[src/design/qau_pkg.sv]
`default_nettype none

package qau_pkg;

   // Component format: signed, COMP_W bits with FRAC_BITS fraction bits
   localparam int COMP_W    = 16;
   localparam int FRAC_BITS = 13;

   localparam int NCOMP = 4;
   localparam int NVEC  = 3;
   localparam int IX    = 0;
   localparam int IY    = 1;
   localparam int IZ    = 2;
   localparam int IW    = 3;

   // Internal widths, all exact for the component format
   localparam int PROD_W = 2 * COMP_W;           // one component product
   localparam int ACC_W  = PROD_W + 2;           // sum of four products
   localparam int RND_W  = ACC_W - FRAC_BITS;    // rounded sum
   localparam int SIMP_W = COMP_W + 1;           // add, sub, negate
   localparam int TWO_W  = COMP_W + 1;           // 2*w
   localparam int RP_W   = RND_W + TWO_W;        // cross * 2w
   localparam int QP_W   = COMP_W + RND_W;       // component * cross
   localparam int FIN_W  = QP_W + 3;             // final sum before clamp

   typedef enum logic [2:0] {
      OP_ADD   = 3'd0,
      OP_SUB   = 3'd1,
      OP_PROD  = 3'd2,
      OP_SCALE = 3'd3,
      OP_CONJ  = 3'd4,
      OP_DOT   = 3'd5,
      OP_ROT   = 3'd6,
      OP_EQ    = 3'd7
   } opcode_type;

   typedef logic signed [COMP_W-1:0] comp_type;
   typedef comp_type quat_type [NCOMP];
   typedef comp_type vec_type [NVEC];
   typedef logic signed [PROD_W-1:0] prod_type;
   typedef logic signed [ACC_W-1:0]  acc_type;
   typedef logic signed [RND_W-1:0]  rnd_type;
   typedef logic signed [SIMP_W-1:0] simp_type;
   typedef logic signed [TWO_W-1:0]  two_type;
   typedef logic signed [RP_W-1:0]   rp_type;
   typedef logic signed [QP_W-1:0]   qp_type;
   typedef logic signed [FIN_W-1:0]  fin_type;

   typedef struct packed {
      logic     ovf;
      comp_type val;
   } sat_type;

   localparam comp_type COMP_MAX = {1'b0, {(COMP_W-1){1'b1}}};
   localparam comp_type COMP_MIN = {1'b1, {(COMP_W-1){1'b0}}};
   localparam acc_type  ACC_HALF = acc_type'(1) <<< (FRAC_BITS - 1);
   localparam fin_type  FIN_HALF = fin_type'(1) <<< (FRAC_BITS - 1);

   // Round to nearest, ties toward plus infinity: add half, then floor
   function automatic acc_type rnd_acc(input acc_type v);
      return (v + ACC_HALF) >>> FRAC_BITS;
   endfunction

   function automatic fin_type rnd_fin(input fin_type v);
      return (v + FIN_HALF) >>> FRAC_BITS;
   endfunction

   function automatic sat_type sat_comp(input fin_type v);
      sat_type s;
      if (v > fin_type'(COMP_MAX)) begin
         s.ovf = 1'b1;
         s.val = COMP_MAX;
      end else if (v < fin_type'(COMP_MIN)) begin
         s.ovf = 1'b1;
         s.val = COMP_MIN;
      end else begin
         s.ovf = 1'b0;
         s.val = comp_type'(v);
      end
      return s;
   endfunction

endpackage

`default_nettype wire

[src/design/qau_out_stage.sv]
`default_nettype none

module qau_out_stage (
   input  wire                    clock,
   input  wire                    load,
   input  qau_pkg::opcode_type    op_in,
   input  qau_pkg::rnd_type       val_in [qau_pkg::NCOMP],
   input  qau_pkg::rp_type        p1_in [qau_pkg::NVEC],
   input  qau_pkg::qp_type        qa_in [qau_pkg::NVEC],
   input  qau_pkg::qp_type        qb_in [qau_pkg::NVEC],
   input  wire                    eq_in,
   input  qau_pkg::vec_type       bv_in,
   output qau_pkg::quat_type      r_ff,
   output logic                   ovf_ff
);
   import qau_pkg::*;

   fin_type  rot_fin [NVEC];
   fin_type  fin [NCOMP];
   sat_type  clamp [NCOMP];
   quat_type r_in;
   logic     ovf_in;

   always_comb begin
      for (int k = 0; k < NVEC; k++) begin
         rot_fin[k] = fin_type'(bv_in[k]) + rnd_fin(fin_type'(p1_in[k]))
                    + rnd_fin((fin_type'(qa_in[k]) - fin_type'(qb_in[k])) <<< 1);
      end
   end

   always_comb begin
      for (int i = 0; i < NCOMP; i++) fin[i] = fin_type'(val_in[i]);
      if (op_in == OP_ROT) begin
         for (int k = 0; k < NVEC; k++) fin[k] = rot_fin[k];
         fin[IW] = '0;
      end
      ovf_in = 1'b0;
      for (int i = 0; i < NCOMP; i++) begin
         clamp[i] = sat_comp(fin[i]);
         r_in[i]  = clamp[i].val;
         ovf_in   = ovf_in | clamp[i].ovf;
      end
      // equality reports a flag, never saturates
      if (op_in == OP_EQ) begin
         r_in[IX] = comp_type'(eq_in);
      end
   end

   always_ff @(posedge clock) begin
      if (load) begin
         r_ff   <= r_in;
         ovf_ff <= ovf_in;
      end
   end

endmodule

`default_nettype wire

[config.mk]
export PLATFORM = sky130hd
export DESIGN_NAME = qau_out_stage
export DESIGN_NICKNAME = d
export VERILOG_FILES = /design/src/design/qau_pkg.sv /design/src/design/qau_out_stage.sv
export SDC_FILE = /design/constraint.sdc
export NUM_CORES = 1
export LEC_CHECK = 0
export BUFFER_PORTS_ARGS = -buffer_cell sky130_fd_sc_hd__buf_2
export CELL_PAD_IN_SITES_DETAIL_PLACEMENT = 1
export CELL_PAD_IN_SITES_GLOBAL_PLACEMENT = 2
export CORE_MARGIN = 2
export CORE_UTILIZATION = 33
export DETAILED_ROUTE_END_ITERATION = 10
export PLACE_DENSITY = 0.93
export SYNTH_ARGS = -nofsm -noshare
export SYNTH_HDL_FRONTEND = slang
export SYNTH_SLANG_ARGS = --single-unit
export TNS_END_PERCENT = 1
[constraint.sdc]
create_clock -name clock -period 19 [get_ports clock]
set_input_delay 5.7 -clock clock [delete_from_list [all_inputs] [get_ports clock]]
set_output_delay 5.7 -clock clock [all_outputs]
set_load 0.02 [all_outputs]
==> results.md <==
- Status: completed
- Final Max Tran Viols: 0
- DRC Markers: 0
- CP required: between 15000 and 20000 ps
- Worst Min Path Start: val_in[5]
- Routability Congestion: 0.917
- Area Growth Syn to Fin: 19.8%
- Yosys reg bits: 65
- Startpoint types: primary input
- Worst setup path class: in2reg
- Main area contributors after synthesis: ha_1 13%, edfxtp_1 10%, fa_1 9.0%
- Post-route ant nets: 0
- Synth Warn #: 0
- Maximum clock insertion buffer count: 2
- Iter 0 DRT Violations: 824
- Synthesized area per cell: 7.54 µm²
- Clk sinks: 65
- RSZ-0062 raised after global routing: no
- Commonest non-fill, non-tap cells in the layout: 501 x buf_2, 327 x inv_1, 192 x ha_1, 190 x a21oi_1, 180 x nand2_1
- Routed Wire Length: ~69 mm
- Clock slew at reported path FFs: around 70 ps
- Post-CTS Setup Bufs: 0
- Post-CTS Resized: 0
- Share of layout cells above drive strength 1: between 10% and 20%
- Initial antenna violation count: 24
- Final setup viols: 0
- Htree depth: 3
- Hold crit path type: in2reg
- CTS Buf Count: 9
- Wire length per cell: approximately 19 µm
- Vias post-DR: between 15000 and 20000
- Max transition margin: a little over a third
- Max-cap violations: 0
- WHS Endpoint: r_ff[5]
- Net count after synthesis: ~3200
- Synth area leader: ha_1
- Post-Synthesis Cells: ~2500
- Main synth FF type: edfxtp_1
- Slowest CP cell: nor3b_1
- Core box area: about 56000 µm²
- CP dominant cell by count: nor2_1
- Vias in the first global route: around 20000
- Num rows: slightly below 90
- Fin Setup TNS: 0 ps
- Period minus WS final: 13460 ps
- Cell Area, Synth: between 15000 and 20000 µm²
- Port buffer count: ~500
- FMAX: around 74 MHz
- Grt ovf: 0
- Most common cell after layout, fill and taps aside: buf_2
- Die area: between 50000 and 60000 µm²
- Hold Fails Final Rpt: 0
- Synth cell types: between 90 and 100
- Gr usage total: between 20 and 25%
- Die X: between 200 and 250 µm
- Yosys top cell area share: 12.9%
- Worst slew pin tran: approximately 960 ps
- Post-synthesis sequential area ratio: between 10% and 20%
- CP peak stage delay: 720 ps
- CTS tree: yes
- Hold_buf cts: 0
- Post-synth EDFFs: between 60 and 70
- Clock root buffer: clkbuf_16
- Nets@finish: around 3700
- Initial Util: approximately 33%
- Crit-path max FO: 16
- Worst Setup End Kind: flop
- Power per cell area: around 76 nW/µm²
- Post-synth ARST share: 0%
- Mean number of vias per cell: between 5 and 6
- Peak VDD IR: approximately 42 µV
- Hpwl dp: about 60 mm
- First-pass GRT wire length: approximately 110 mm
- Largest net degree at the start of global routing: between 60 and 70
- Hold_ws: around 5600 ps
- Hold Crit Depth: 2
- DRT Pass-1 Iters: 5
- P_leak: 0.0107 µW
- CP Data Arrival Time: around 14000 ps
- Die Ht: 241 µm
- # IOs: 539
- Final worst path period share: a little under three quarters
[area by class of cell]
cell class	count	area, µm²
clock inverter	7	108
multi-input combinational	2013	15200
inverter	327	1230
antenna	17	42.5
sequential	65	1950
tap	756	946
fill	7139	33800
timing repair buffer	509	2570
clock buffer	9	225
[through the flow]
stage / total power [µW] / utilization (%) / instance area [µm²] / setup slack [ps] / std cells
floorplan: 1140 / - / 18600 / 6780 / 2465
global placement: 1450 / 39.1 / 21900 / 5270 / 3670
detailed placement: 1490 / 39.1 / 21900 / 5070 / 3670
CTS: 1710 / 39.6 / 22200 / 5420 / 3686
global route: 1870 / 39.7 / 22300 / 4730 / 3698
finish: 1700 / 39.7 / 22300 / 5540 / 3703
[Yosys cell counts (all sizes together), types with 6 or more instances]
cell type  instances
a2111oi            8
a211o             11
a211oi            45
a21boi            10
a21o             106
a21oi            190
a22oi              7
a311oi             7
a31o               7
a31oi             22
and2              40
and3              61
and4              16
buf               14
clkbuf            46
edfxtp            65
fa                84
ha               192
inv              327
mux2i             18
nand2            182
nand2b            19
nand3             96
nand3b             9
nand4             42
nor2             142
nor2b             19
nor3              44
nor3b              9
nor4              16
o211a              6
o211ai            19
o21a              26
o21ai            149
o21bai            18
o22ai              6
o31a              12
o31ai             14
o41ai              6
or2               11
or3               11
or4               10
xnor2            138
xor2             123
[metal layers]
metal	share of wire, %	wire length [µm]	vias to the layer above	track usage [%]
li1	-	-	9707	-
met5	0.13	93	-	0
met4	2.4	1640	16	6.47
met2	48	33200	397	40.3
met3	4.9	3360	85	2.96
met1	44	30700	9517	29.7
[sequential cells by signal, indices dropped and copies added, names as in the netlist]
signal / cells
ovf_ff: 1
r_ff: 64
[critical path, delay by kind of cell]
family,cells,cell delay [ps]
AND/OR/NAND/NOR,9,3010
AO/OA/AOI/OAI,9,2760
adder cells (fa/ha/maj),3,1240
multiplexers,1,380
XOR/XNOR,2,310
buffers and inverters,2,140
[power breakdown]
part / total [µW] / switching [µW] / internal [µW]
clock: 198 / 80.4 / 118
combinational: 1310 / 782 / 530
sequential: 189 / 7.07 / 182
[how the worst max path moves through the flow]
stage	startpoint	to	cells past startpoint
after floorplan	qb_in[86]	ovf_ff	30
after global placement	qa_in[11]	ovf_ff	26
after detailed placement	qa_in[11]	ovf_ff	26
after CTS	qa_in[11]	ovf_ff	26
after global routing	qa_in[14]	ovf_ff	26
final	qa_in[11]	ovf_ff	26
[kinds of logic (layout without fill, tap and decap cells)]
group,count (synthesis),count (layout),share of synthesized area [%]
buf+inv,387,852,7.91
fa+ha+maj,276,276,22.0
xor+xnor,261,261,12.3
other cells,0,17,0
flops,65,65,10.5
simple gates,747,747,21.0
mux,23,23,1.27
compound gates,706,706,25.1
(Power assumes the default switching activity.)
