===== src/design/qau_pkg.sv =====
`default_nettype none

package qau_pkg;

   // Component format: signed, COMP_W bits with FRAC_BITS fraction bits
   localparam int COMP_W    = 16;
   localparam int FRAC_BITS = 13;

   localparam int NCOMP = 4;
   localparam int NVEC  = 3;
   localparam int IX    = 0;
   localparam int IY    = 1;
   localparam int IZ    = 2;
   localparam int IW    = 3;

   // Internal widths, all exact for the component format
   localparam int PROD_W = 2 * COMP_W;           // one component product
   localparam int ACC_W  = PROD_W + 2;           // sum of four products
   localparam int RND_W  = ACC_W - FRAC_BITS;    // rounded sum
   localparam int SIMP_W = COMP_W + 1;           // add, sub, negate
   localparam int TWO_W  = COMP_W + 1;           // 2*w
   localparam int RP_W   = RND_W + TWO_W;        // cross * 2w
   localparam int QP_W   = COMP_W + RND_W;       // component * cross
   localparam int FIN_W  = QP_W + 3;             // final sum before clamp

   typedef enum logic [2:0] {
      OP_ADD   = 3'd0,
      OP_SUB   = 3'd1,
      OP_PROD  = 3'd2,
      OP_SCALE = 3'd3,
      OP_CONJ  = 3'd4,
      OP_DOT   = 3'd5,
      OP_ROT   = 3'd6,
      OP_EQ    = 3'd7
   } opcode_type;

   typedef logic signed [COMP_W-1:0] comp_type;
   typedef comp_type quat_type [NCOMP];
   typedef comp_type vec_type [NVEC];
   typedef logic signed [PROD_W-1:0] prod_type;
   typedef logic signed [ACC_W-1:0]  acc_type;
   typedef logic signed [RND_W-1:0]  rnd_type;
   typedef logic signed [SIMP_W-1:0] simp_type;
   typedef logic signed [TWO_W-1:0]  two_type;
   typedef logic signed [RP_W-1:0]   rp_type;
   typedef logic signed [QP_W-1:0]   qp_type;
   typedef logic signed [FIN_W-1:0]  fin_type;

   typedef struct packed {
      logic     ovf;
      comp_type val;
   } sat_type;

   localparam comp_type COMP_MAX = {1'b0, {(COMP_W-1){1'b1}}};
   localparam comp_type COMP_MIN = {1'b1, {(COMP_W-1){1'b0}}};
   localparam acc_type  ACC_HALF = acc_type'(1) <<< (FRAC_BITS - 1);
   localparam fin_type  FIN_HALF = fin_type'(1) <<< (FRAC_BITS - 1);

   // Round to nearest, ties toward plus infinity: add half, then floor
   function automatic acc_type rnd_acc(input acc_type v);
      return (v + ACC_HALF) >>> FRAC_BITS;
   endfunction

   function automatic fin_type rnd_fin(input fin_type v);
      return (v + FIN_HALF) >>> FRAC_BITS;
   endfunction

   function automatic sat_type sat_comp(input fin_type v);
      sat_type s;
      if (v > fin_type'(COMP_MAX)) begin
         s.ovf = 1'b1;
         s.val = COMP_MAX;
      end else if (v < fin_type'(COMP_MIN)) begin
         s.ovf = 1'b1;
         s.val = COMP_MIN;
      end else begin
         s.ovf = 1'b0;
         s.val = comp_type'(v);
      end
      return s;
   endfunction

endpackage

`default_nettype wire


===== src/design/qau_sum_stage.sv =====
`default_nettype none

module qau_sum_stage (
   input  wire                    clock,
   input  wire                    load,
   input  qau_pkg::opcode_type    op_in,
   input  qau_pkg::prod_type      prod_in [qau_pkg::NCOMP][qau_pkg::NCOMP],
   input  qau_pkg::simp_type      simp_in [qau_pkg::NCOMP],
   input  wire                    eq_in,
   input  qau_pkg::quat_type      a_in,
   input  qau_pkg::quat_type      b_in,
   output qau_pkg::opcode_type    op_ff,
   output qau_pkg::acc_type       acc_ff [qau_pkg::NCOMP],
   output qau_pkg::rnd_type       crs_ff [qau_pkg::NVEC],
   output logic                   eq_ff,
   output qau_pkg::quat_type      a_ff,
   output qau_pkg::quat_type      b_ff
);
   import qau_pkg::*;

   acc_type acc_in [NCOMP];
   rnd_type crs_in [NVEC];

   function automatic acc_type ext(input prod_type v);
      return acc_type'(v);
   endfunction

   always_comb begin
      case (op_in)
         OP_ADD, OP_SUB, OP_CONJ: begin
            for (int i = 0; i < NCOMP; i++) acc_in[i] = acc_type'(simp_in[i]);
         end
         OP_PROD: begin
            acc_in[IX] = ext(prod_in[IW][IX]) + ext(prod_in[IX][IW])
                       + ext(prod_in[IY][IZ]) - ext(prod_in[IZ][IY]);
            acc_in[IY] = ext(prod_in[IW][IY]) - ext(prod_in[IX][IZ])
                       + ext(prod_in[IY][IW]) + ext(prod_in[IZ][IX]);
            acc_in[IZ] = ext(prod_in[IW][IZ]) + ext(prod_in[IX][IY])
                       + ext(prod_in[IZ][IW]) - ext(prod_in[IY][IX]);
            acc_in[IW] = ext(prod_in[IW][IW]) - ext(prod_in[IX][IX])
                       - ext(prod_in[IY][IY]) - ext(prod_in[IZ][IZ]);
         end
         OP_SCALE: begin
            for (int i = 0; i < NCOMP; i++) acc_in[i] = ext(prod_in[i][IW]);
         end
         OP_DOT: begin
            acc_in[IX] = ext(prod_in[IX][IX]) + ext(prod_in[IY][IY])
                       + ext(prod_in[IZ][IZ]) + ext(prod_in[IW][IW]);
            acc_in[IY] = '0;
            acc_in[IZ] = '0;
            acc_in[IW] = '0;
         end
         default: begin
            for (int i = 0; i < NCOMP; i++) acc_in[i] = '0;
         end
      endcase
   end

   // Inner cross product q x v, rounded but not clamped
   always_comb begin
      crs_in[IX] = rnd_type'(rnd_acc(ext(prod_in[IY][IZ]) - ext(prod_in[IZ][IY])));
      crs_in[IY] = rnd_type'(rnd_acc(ext(prod_in[IZ][IX]) - ext(prod_in[IX][IZ])));
      crs_in[IZ] = rnd_type'(rnd_acc(ext(prod_in[IX][IY]) - ext(prod_in[IY][IX])));
   end

   always_ff @(posedge clock) begin
      if (load) begin
         op_ff  <= op_in;
         acc_ff <= acc_in;
         crs_ff <= crs_in;
         eq_ff  <= eq_in;
         a_ff   <= a_in;
         b_ff   <= b_in;
      end
   end

endmodule

`default_nettype wire


===== config.mk =====
export PLATFORM = sky130hd
export DESIGN_NAME = qau_sum_stage
export DESIGN_NICKNAME = d
export VERILOG_FILES = /design/src/design/qau_pkg.sv /design/src/design/qau_sum_stage.sv
export SDC_FILE = /design/constraint.sdc
export NUM_CORES = 2
export LEC_CHECK = 0
export BUFFER_PORTS_ARGS = -buffer_cell sky130_fd_sc_hd__buf_2
export CAP_MARGIN = 40
export CORE_AREA = 3 3 411 413
export CTS_BUF_LIST = sky130_fd_sc_hd__clkbuf_16
export DETAILED_ROUTE_END_ITERATION = 7
export DIE_AREA = 0 0 414 416
export PLACE_DENSITY = 0.43
export SLEW_MARGIN = 30
export SYNTH_ARGS = -nofsm -noshare
export SYNTH_HDL_FRONTEND = slang
export SYNTH_SLANG_ARGS = --single-unit

===== constraint.sdc =====
create_clock -name clock -period 5.9 [get_ports clock]
set_input_delay 1.18 -clock clock [delete_from_list [all_inputs] [get_ports clock]]
set_output_delay 1.18 -clock clock [all_outputs]
set_load 0.1 [all_outputs]

==> results of run 1 <==
==> sequential cells by signal, indices dropped and copies added (netlist names) <==
| register | cells |
|---|---|
| a_ff | 64 |
| b_ff | 64 |
| crs_ff | 63 |
| eq_ff | 1 |
| op_ff | 3 |
| acc_ff | 136 |
==> metrics by stage <==
| stage | instance area (µm²) | setup TNS (ns) | cells | util | total power, W |
|---|---|---|---|---|---|
| 5_1_grt | 44210 | 0 | 6909 | 0.2677 | 0.01595 |
| 3_3_place_gp | 42560 | -0.03648 | 6802 | 0.2576 | 0.01213 |
| 3_5_place_dp | 42620 | 0 | 6805 | 0.2580 | 0.01212 |
| 6_report | 44280 | 0 | 6938 | 0.2681 | 0.01489 |
| 2_1_floorplan | 34480 | 0 | 3604 | - | 0.009635 |
| 4_1_cts | 44140 | 0 | 6888 | 0.2672 | 0.01513 |
==> logic make-up (layout without fill, tap and decap cells) <==
group | count (synthesis) | in the layout
flops | 331 | 331
mux | 17 | 17
fa+ha+maj | 677 | 677
other cells | 0 | 49
buf+inv | 1004 | 2100
xor+xnor | 191 | 191
compound gates | 859 | 859
simple gates | 525 | 525
==> final cells by class <==
| cell class | count | area, µm² |
|---|---|---|
| repair buffers | 1089 | 5668 |
| well taps | 2189 | 2739 |
| multi-input cells | 2269 | 20810 |
| inverters | 928 | 3483 |
| clock inverters | 36 | 340.3 |
| clock buffers | 47 | 1176 |
| flip-flops and latches | 331 | 9940 |
| fillers | 18060 | 120900 |
| diodes | 49 | 122.6 |
==> Yosys cell counts, types with 35 or more instances <==
| cell | number | area (µm²) |
|---|---|---|
| xor2_1 | 83 | 727.0 |
| nand2_1 | 187 | 701.9 |
| nand4_1 | 35 | 219.0 |
| o21ai_0 | 208 | 1041 |
| a21o_1 | 97 | 728.2 |
| o21ai_1 | 36 | 180.2 |
| nor3_1 | 37 | 185.2 |
| inv_1 | 927 | 3480 |
| ha_1 | 352 | 4404 |
| xnor2_1 | 108 | 945.9 |
| clkbuf_1 | 69 | 259.0 |
| nor2_1 | 127 | 476.7 |
| edfxtp_1 | 331 | 9940 |
| a21oi_1 | 216 | 1081 |
| fa_1 | 325 | 6506 |
==> final timing paths <==
kind                    endpoint   startpoint  slack, ns  depth (start not counted)
worst max-delay path  acc_ff[99]  prod_in[65]       0.65                         18
worst min-delay path     b_ff[0]      b_in[0]       0.71                          1
==> routing by layer <==
| layer | vias to the layer above | track usage | share of wire |
|---|---|---|---|
| met3 | 304 | 0.04482 | 0.065 |
| met5 | - | 0 | 0.0016 |
| met4 | 40 | 0.04912 | 0.029 |
| met1 | 14820 | 0.2025 | 0.38 |
| met2 | 1101 | 0.3404 | 0.52 |
| li1 | 14210 | - | - |
==> power by group through the flow <==
stage          clock, W  combinational [W]  sequential, W
6_report        0.00289            0.00890        0.00310
5_1_grt         0.00308            0.00975        0.00312
4_1_cts         0.00301            0.00902        0.00310
3_5_place_dp          0            0.00897        0.00315
3_3_place_gp          0            0.00898        0.00315
2_1_floorplan         0            0.00438        0.00525
==> results.toml, run 1 <==
[floorplanning]
chipWidth_um = 414
floorplan.io_pins = 1045
core-area_um2 = 165200
die-area_um2 = 172200
start_util = 0.2088
fp-row-count = 149
die_y_um = 416

[worst_setup_path]
critical_path_arrival_ns = 5.60
nature_of_the_critical_path_endpoint = "flop"
worstSetupStartpointType = "input port"
cpMaxStageDelayCell = "fa_1"
crit_path_largest_cell_delay_ns = 0.54
cp_max_fanout = 3
timing.critical_path.buf_inv = 4
crit_path_kind = "in2reg"
cp_top_family = "compound AO/OA/AOI/OAI gates"
critical_path_cell_by_cell = "buf_2 -> inv_1 -> fa_1 -> inv_1 -> fa_1 -> ha_1 -> inv_1 -> fa_1 -> nor2b_1 -> o31ai_1 -> a2111oi_2 -> o211ai_1 -> a311oi_1 -> a31oi_1 -> o21ai_1 -> a21oi_1 -> xor2_1 -> o21ai_0"
timing.critical_path.required_ns = 6.25

[final_layout]
mostFrequentLayoutCell = "buf_2"
finalNetCount = 6057
drive_gt1_frac = 0.2536
layout.cells.most_common_list = "buf_2, inv_1, ha_1"
syn_to_final_growth_pct = 28.42

[global_route]
grt_first_pass_wirelength_mm = 226.0
grt_util_all_layers = 0.1815
maximum_number_of_pins_on_one_net_before_global_route_repair = 110
antenna_found_initial = 138
gr-total-overflow = 0
first_global_vias = 31280

[logic_synthesis]
yosys-mux-area-fraction = 0.004971
synth.yosys.seq_area_share = 0.2882
synthesis.nets = 4995
synthSimpleGateAreaFrac = 0.07170
synth_top_family_by_area = "adder cells"
synthArstFlopShare = 0
synth_compound_gate_area_share = 0.1607
synthCells = 3604
ys_types = 86
synth-main-ff-cell = "edfxtp_1"
synth_xor_xnor_area_share = 0.04851
synth_adder_area_share = 0.3164
synth_area_um2 = 34480
yosys_register_bits = 331
edff_count_synth = 331
count_of_synthesis_stage_warnings_from_yosys = 0
synth.avg_cell_area_um2 = 9.568

[route]
drc_errors = 0
drt-initial-drc-count = 1792
route.detailed.vias_per_inst = 4.393
wirelength_mm = 161.4
routed_wire_length_per_instance_um = 23.27
drt.antenna.violating_nets = 0
drt_pass1_iterations = 6
vias = 30480

[timing]
report.final.slew_viol_count = 0
period_needed_ns = 5.254
finalSetupViolations = 0
timing.final.crit_share = 0.8905
hold_ws_ns = 0.7120
worst_tran_pin_value_ns = 0.7868
grt_setup_unrepaired = "no"
achievable-frequency_mhz = 190.3
fin_ws_ns = 0.6458
relSlewSlack = 0.4755
timing.final.hold_violations = 0

[clock_tree]
max_root_sink_buffers = 3
number_of_sinks_driven_by_the_clock_tree = 331
post_cts.repair.setup_buffers = 0
clkSlewWorstSetupHoldPaths_ns = 0.06
clockRootBuffer = "clkbuf_16"
hold_buffers = 0
cts_resized = 0
tritoncts_clock_tree = "done"
cts_inserted_buffers = 47
ctsHtreeMaxLevel = 2

[power_and_ir_drop]
leakagePower_nw = 22.21
power_density_over_cell_area_nw_per_um2 = 336.2
peakVddDrop_v = 0.0002004
power_report.internal_total_w = 0.007407
comb_power_share = 0.598
p_switching_w = 0.007481
share_seq_of_total_power = 0.208
clock_power_share = 0.194
power.switching_fraction = 0.5025

[worst_hold_path]
worst_hold_path_type = "in2reg"

[outcome]
outcome = "completed"

[placed_design]
finalWeightedCongestion = 0.8984
numPortBuffers = 1044
place_ws_ns = 0.02396
dp_hpwl_mm = 140.7

[job]
max_cap_viol_count = 0
(Power assumes the default switching activity.)
==> inputs of run 2 (changes only) <==
RECOVER_POWER = 25   (was unset)
==> run 2 against run 1 <==
Compared with the run above:
- the flow now finishes with violations (capacitance limit, slew limit)
- cell count about the same
- core utilization about the same
- highest routed layer unchanged
- non-clock buffer count unchanged
- critical path depth decreased by 16
- sequential power about the same
- worst setup slack got worse by 0.099 ns
==> results.toml, run 2 (same netlist as run 1, synthesis figures left out) <==
[power_and_ir_drop]
power_report.internal_total_w = 0.007406
power.switching_fraction = 0.5025
power_density_over_cell_area_nw_per_um2 = 336.6
p_switching_w = 0.007480
clock_power_share = 0.194
leakagePower_nw = 22.15
peakVddDrop_v = 0.0002024
comb_power_share = 0.598
share_seq_of_total_power = 0.208

[clock_tree]
number_of_sinks_driven_by_the_clock_tree = 331
hold_buffers = 0
clockRootBuffer = "clkbuf_16"
clkSlewWorstSetupHoldPaths_ns = 0.06
tritoncts_clock_tree = "done"
cts_resized = 0
post_cts.repair.setup_buffers = 0
max_root_sink_buffers = 3
cts_inserted_buffers = 47
ctsHtreeMaxLevel = 2

[final_layout]
mostFrequentLayoutCell = "buf_2"
finish.utilization = 0.2678
ff_latch_area_um2 = 9940
drive_gt1_frac = 0.2504
number_of_fill_cells_in_the_layout = 18080
flip_flop_count_of_the_largest_register_after_layout = 136
layout.cells.most_common_list = "buf_2, inv_1, ha_1"
largest_register = "acc_ff"
syn_to_final_growth_pct = 28.25
finish.instance_area_um2 = 44230
finalNetCount = 6057
largest_registers = "acc_ff: 136 flops, a_ff: 64 flops, b_ff: 64 flops"
final_cells = 6942
multi_input_area_um2 = 20810

[floorplanning]
chipWidth_um = 414
floorplan.io_pins = 1045
fp-row-count = 149
die-area_um2 = 172200
start_util = 0.2088
die_y_um = 416
core-area_um2 = 165200

[worst_setup_path]
nature_of_the_critical_path_endpoint = "flop"
crit_path_largest_cell_delay_ns = 2.49
critical_path_cell_count = 2
cp_max_fanout = 109
cpMaxStageDelayCell = "clkbuf_1"
cp_top_family = "buffers and inverters"
critical_path_cell_by_cell = "clkbuf_1 -> clkbuf_4"
critical_path_arrival_ns = 5.59
timing.critical_path.required_ns = 6.13
crit_path_kind = "in2reg"
timing.critical_path.buf_inv = 2
worstSetupStartpointType = "input port"

[timing]
hold_ws_ns = 0.7116
grt_setup_unrepaired = "no"
period_needed_ns = 5.354
finalSetupViolations = 0
relSlewSlack = -1.399
fin_tns_setup_ns = 0
worst_tran_pin_value_ns = 3.598
timing.final.crit_share = 0.9074
achievable-frequency_mhz = 186.8
timing.final.hold_violations = 0
report.final.slew_viol_count = 302

[global_route]
grt_util_all_layers = 0.1815
grt_first_pass_wirelength_mm = 226.0
gr-total-overflow = 0
antenna_found_initial = 139
first_global_vias = 31280
maximum_number_of_pins_on_one_net_before_global_route_repair = 110

[placed_design]
numPortBuffers = 1044
placed_cells_incl_taps = 6805
finalWeightedCongestion = 0.8984
dp_hpwl_mm = 140.7
dpl_cell_area_um2 = 42620

[route]
drt-initial-drc-count = 1754
drc_errors = 0
wirelength_mm = 161.5
vias = 30500
route.detailed.vias_per_inst = 4.393
routed_wire_length_per_instance_um = 23.26
drt.antenna.violating_nets = 0
drt_pass1_iterations = 8

[job]
max_cap_viol_count = 5

[outcome]
outcome = "complete, but fails checks"
failed_checks = "capacitance limit, slew limit"

[worst_hold_path]
hold_path_depth = 1
hold_path_end = "b_ff[0]"
worst_hold_path_type = "in2reg"
worst_hold_startpoint = "b_in[0]"
run 2: area by class of cell:
class                           count  share of cell area
Antenna cell                       53            0.002999
Clock buffer                       47             0.02659
Clock inverter                     36            0.007695
Inverter                          928             0.07876
Multi-Input combinational cell   2269              0.4706
Sequential cell                   331              0.2247
Tap cell                         2189             0.06193
Timing Repair Buffer             1089              0.1267
run 2: worst max path at each step:
stage,endpoint,slack [ns],start
floorplan,acc_ff[101],1.01,prod_in[65]
global placement,acc_ff[101],-0.04,prod_in[65]
detailed placement,acc_ff[101],0.02,prod_in[65]
CTS,acc_ff[99],0.72,prod_in[65]
global route,b_ff[61],0.22,load
finish,b_ff[55],0.55,load
run 2: stage by stage:
| step | power, W | worst slack, ns |
|---|---|---|
| final | 0.01489 | 0.5464 |
| after detailed placement | 0.01212 | 0.02396 |
| after floorplan | 0.009635 | 1.009 |
| after CTS | 0.01513 | 0.7173 |
| after global placement | 0.01213 | -0.03648 |
| after global routing | 0.01595 | 0.2237 |
run 2: power groups by stage:
stage          combinational (W)  clock [W]  sequential [W]
2_1_floorplan            0.00438          0         0.00525
3_3_place_gp             0.00898          0         0.00315
3_5_place_dp             0.00897          0         0.00315
4_1_cts                  0.00902    0.00301         0.00310
5_1_grt                  0.00975    0.00308         0.00312
6_report                 0.00890    0.00289         0.00310
run 2: per-layer routing:
layer	up-vias	wire (µm)	track usage	part of all wire
met5	-	264	0	0.0016
met4	40	4959	0.04912	0.031
met3	292	10790	0.04482	0.067
met2	1121	84210	0.3404	0.52
met1	14840	61250	0.2025	0.38
li1	14200	-	-	-
==> inputs of run 3 (changes only) <==
CORE_AREA = 2 2 409 411   (was 3 3 411 413)
DIE_AREA = 0 0 411 413   (was 0 0 414 416)
==> run 3 against run 2 <==
Compared with the run above:
- the run still ends with capacitance limit, slew limit left
- design area grew 0.45%
- cell count grew 0.33%
- clock-buffer cell count grew 1
- via count shrank 0.36%
- sequential power is essentially flat
- worst setup slack gained 0.037 ns
- critical endpoint is now acc_ff[101]
==> results.toml, run 3 (same netlist as run 1, synthesis figures left out) <==
[power_and_ir_drop]
comb_power_share = 0.589
peakVddDrop_v = 0.0002591
share_seq_of_total_power = 0.204
power_density_over_cell_area_nw_per_um2 = 340.4
power.switching_fraction = 0.4976
leakagePower_nw = 22.26
power_report.internal_total_w = 0.007597
clock_power_share = 0.207
p_switching_w = 0.007526

[global_route]
antenna_found_initial = 150
gr-total-overflow = 0
grt_util_all_layers = 0.1864
grt_first_pass_wirelength_mm = 224.5
first_global_vias = 31000
maximum_number_of_pins_on_one_net_before_global_route_repair = 116

[outcome]
failed_checks = "capacitance limit, slew limit"
outcome = "complete, but fails checks"

[final_layout]
syn_to_final_growth_pct = 28.83
flip_flop_count_of_the_largest_register_after_layout = 136
layout.cells.most_common_list = "buf_2, inv_1, ha_1"
largest_register = "acc_ff"
finalNetCount = 6063
mostFrequentLayoutCell = "buf_2"
drive_gt1_frac = 0.2550
finish.instance_area_um2 = 44420
largest_registers = "acc_ff: 136 flops, a_ff: 64 flops, b_ff: 64 flops"

[timing]
worst_tran_pin_value_ns = 4.467
report.final.slew_viol_count = 111
hold_ws_ns = 0.7035
achievable-frequency_mhz = 188.1
fin_tns_setup_ns = 0
period_needed_ns = 5.317
timing.final.hold_violations = 0
timing.final.crit_share = 0.9012
grt_setup_unrepaired = "no"
relSlewSlack = -1.978
finalSetupViolations = 0

[route]
wirelength_mm = 163.2
route.detailed.vias_per_inst = 4.363
drt_pass1_iterations = 5
drt-initial-drc-count = 1659
drc_errors = 0
drt.antenna.violating_nets = 0
routed_wire_length_per_instance_um = 23.43
vias = 30390

[worst_setup_path]
timing.critical_path.buf_inv = 6
critical_path_cell_by_cell = "buf_2 -> inv_1 -> fa_1 -> inv_1 -> fa_1 -> ha_1 -> inv_1 -> fa_1 -> nor2b_1 -> o31ai_1 -> buf_4 -> a2111oi_2 -> o211ai_1 -> a311oi_1 -> a211oi_1 -> buf_4 -> nand3_1 -> o211ai_1 -> xnor2_1 -> o21ai_0"
timing.critical_path.required_ns = 6.26
worstSetupStartpointType = "input port"
crit_path_kind = "in2reg"
cp_max_fanout = 3
cp_top_family = "compound AO/OA/AOI/OAI gates"
cpMaxStageDelayCell = "a2111oi_2"
nature_of_the_critical_path_endpoint = "flop"
crit_path_largest_cell_delay_ns = 0.57
critical_path_arrival_ns = 5.68

[clock_tree]
clkSlewWorstSetupHoldPaths_ns = 0.06
hold_buffers = 0
cts_inserted_buffers = 48
post_cts.repair.setup_buffers = 0
cts_resized = 0
max_root_sink_buffers = 3
ctsHtreeMaxLevel = 2
tritoncts_clock_tree = "done"
number_of_sinks_driven_by_the_clock_tree = 331
clockRootBuffer = "clkbuf_16"

[floorplanning]
core-area_um2 = 165900
die-area_um2 = 169700
floorplan.io_pins = 1045
start_util = 0.2078
fp-row-count = 150
chipWidth_um = 411
die_y_um = 413

[placed_design]
numPortBuffers = 1044
dpl_cell_area_um2 = 42660
dp_hpwl_mm = 141.9
finalWeightedCongestion = 0.8836

[worst_hold_path]
worst_hold_startpoint = "b_in[34]"
hold_path_depth = 1
hold_path_end = "b_ff[34]"
worst_hold_path_type = "in2reg"

[job]
max_cap_viol_count = 3
-- run 3: area by class of cell --
cell class / instances / area, µm²
fillers: 18150 / 121500
multi-input cells: 2269 / 20810
flip-flops and latches: 331 / 9940
repair buffers: 1094 / 5659
inverters: 928 / 3483
well taps: 2204 / 2758
clock buffers: 48 / 1201
clock inverters: 40 / 441.7
diodes: 51 / 127.6
-- run 3: worst max-delay path by stage --
stage | slack [ns] | cells past startpoint | to | start
after global routing | 0.33 | 20 | acc_ff[101] | prod_in[65]
after detailed placement | 0.01 | 20 | acc_ff[101] | prod_in[65]
after global placement | -0.04 | 20 | acc_ff[101] | prod_in[65]
after floorplan | 1.01 | 17 | acc_ff[101] | prod_in[65]
after CTS | 0.67 | 20 | acc_ff[101] | prod_in[65]
final | 0.58 | 20 | acc_ff[101] | prod_in[65]
-- run 3: power by group through the flow --
stage / Sequential [W] / Combinational [W] / Clock (W)
final: 0.00309 / 0.00891 / 0.00312
after detailed placement: 0.00313 / 0.00897 / 0
after global routing: 0.00311 / 0.00978 / 0.00333
after floorplan: 0.00525 / 0.00438 / 0
after global placement: 0.00314 / 0.00898 / 0
after CTS: 0.00309 / 0.00902 / 0.00327
-- run 3: routing by layer --
| metal | vias to the layer above | track usage | wire, µm |
|---|---|---|---|
| li1 | 14220 | - | - |
| met1 | 14720 | 0.2071 | 62090 |
| met2 | 1044 | 0.3365 | 81340 |
| met3 | 341 | 0.05214 | 12210 |
| met4 | 62 | 0.06884 | 7152 |
| met5 | - | 0 | 390 |
-- run 3: metrics by stage --
step | util | total power (W) | setup WS (ns) | std cells
CTS | 0.2670 | 0.01538 | 0.6737 | 6913
detailed placement | 0.2571 | 0.01211 | 0.01236 | 6825
global placement | 0.2571 | 0.01212 | -0.04490 | 6824
global route | 0.2675 | 0.01622 | 0.3274 | 6948
finish | 0.2678 | 0.01512 | 0.5832 | 6965
floorplan | - | 0.009635 | 1.009 | 3604
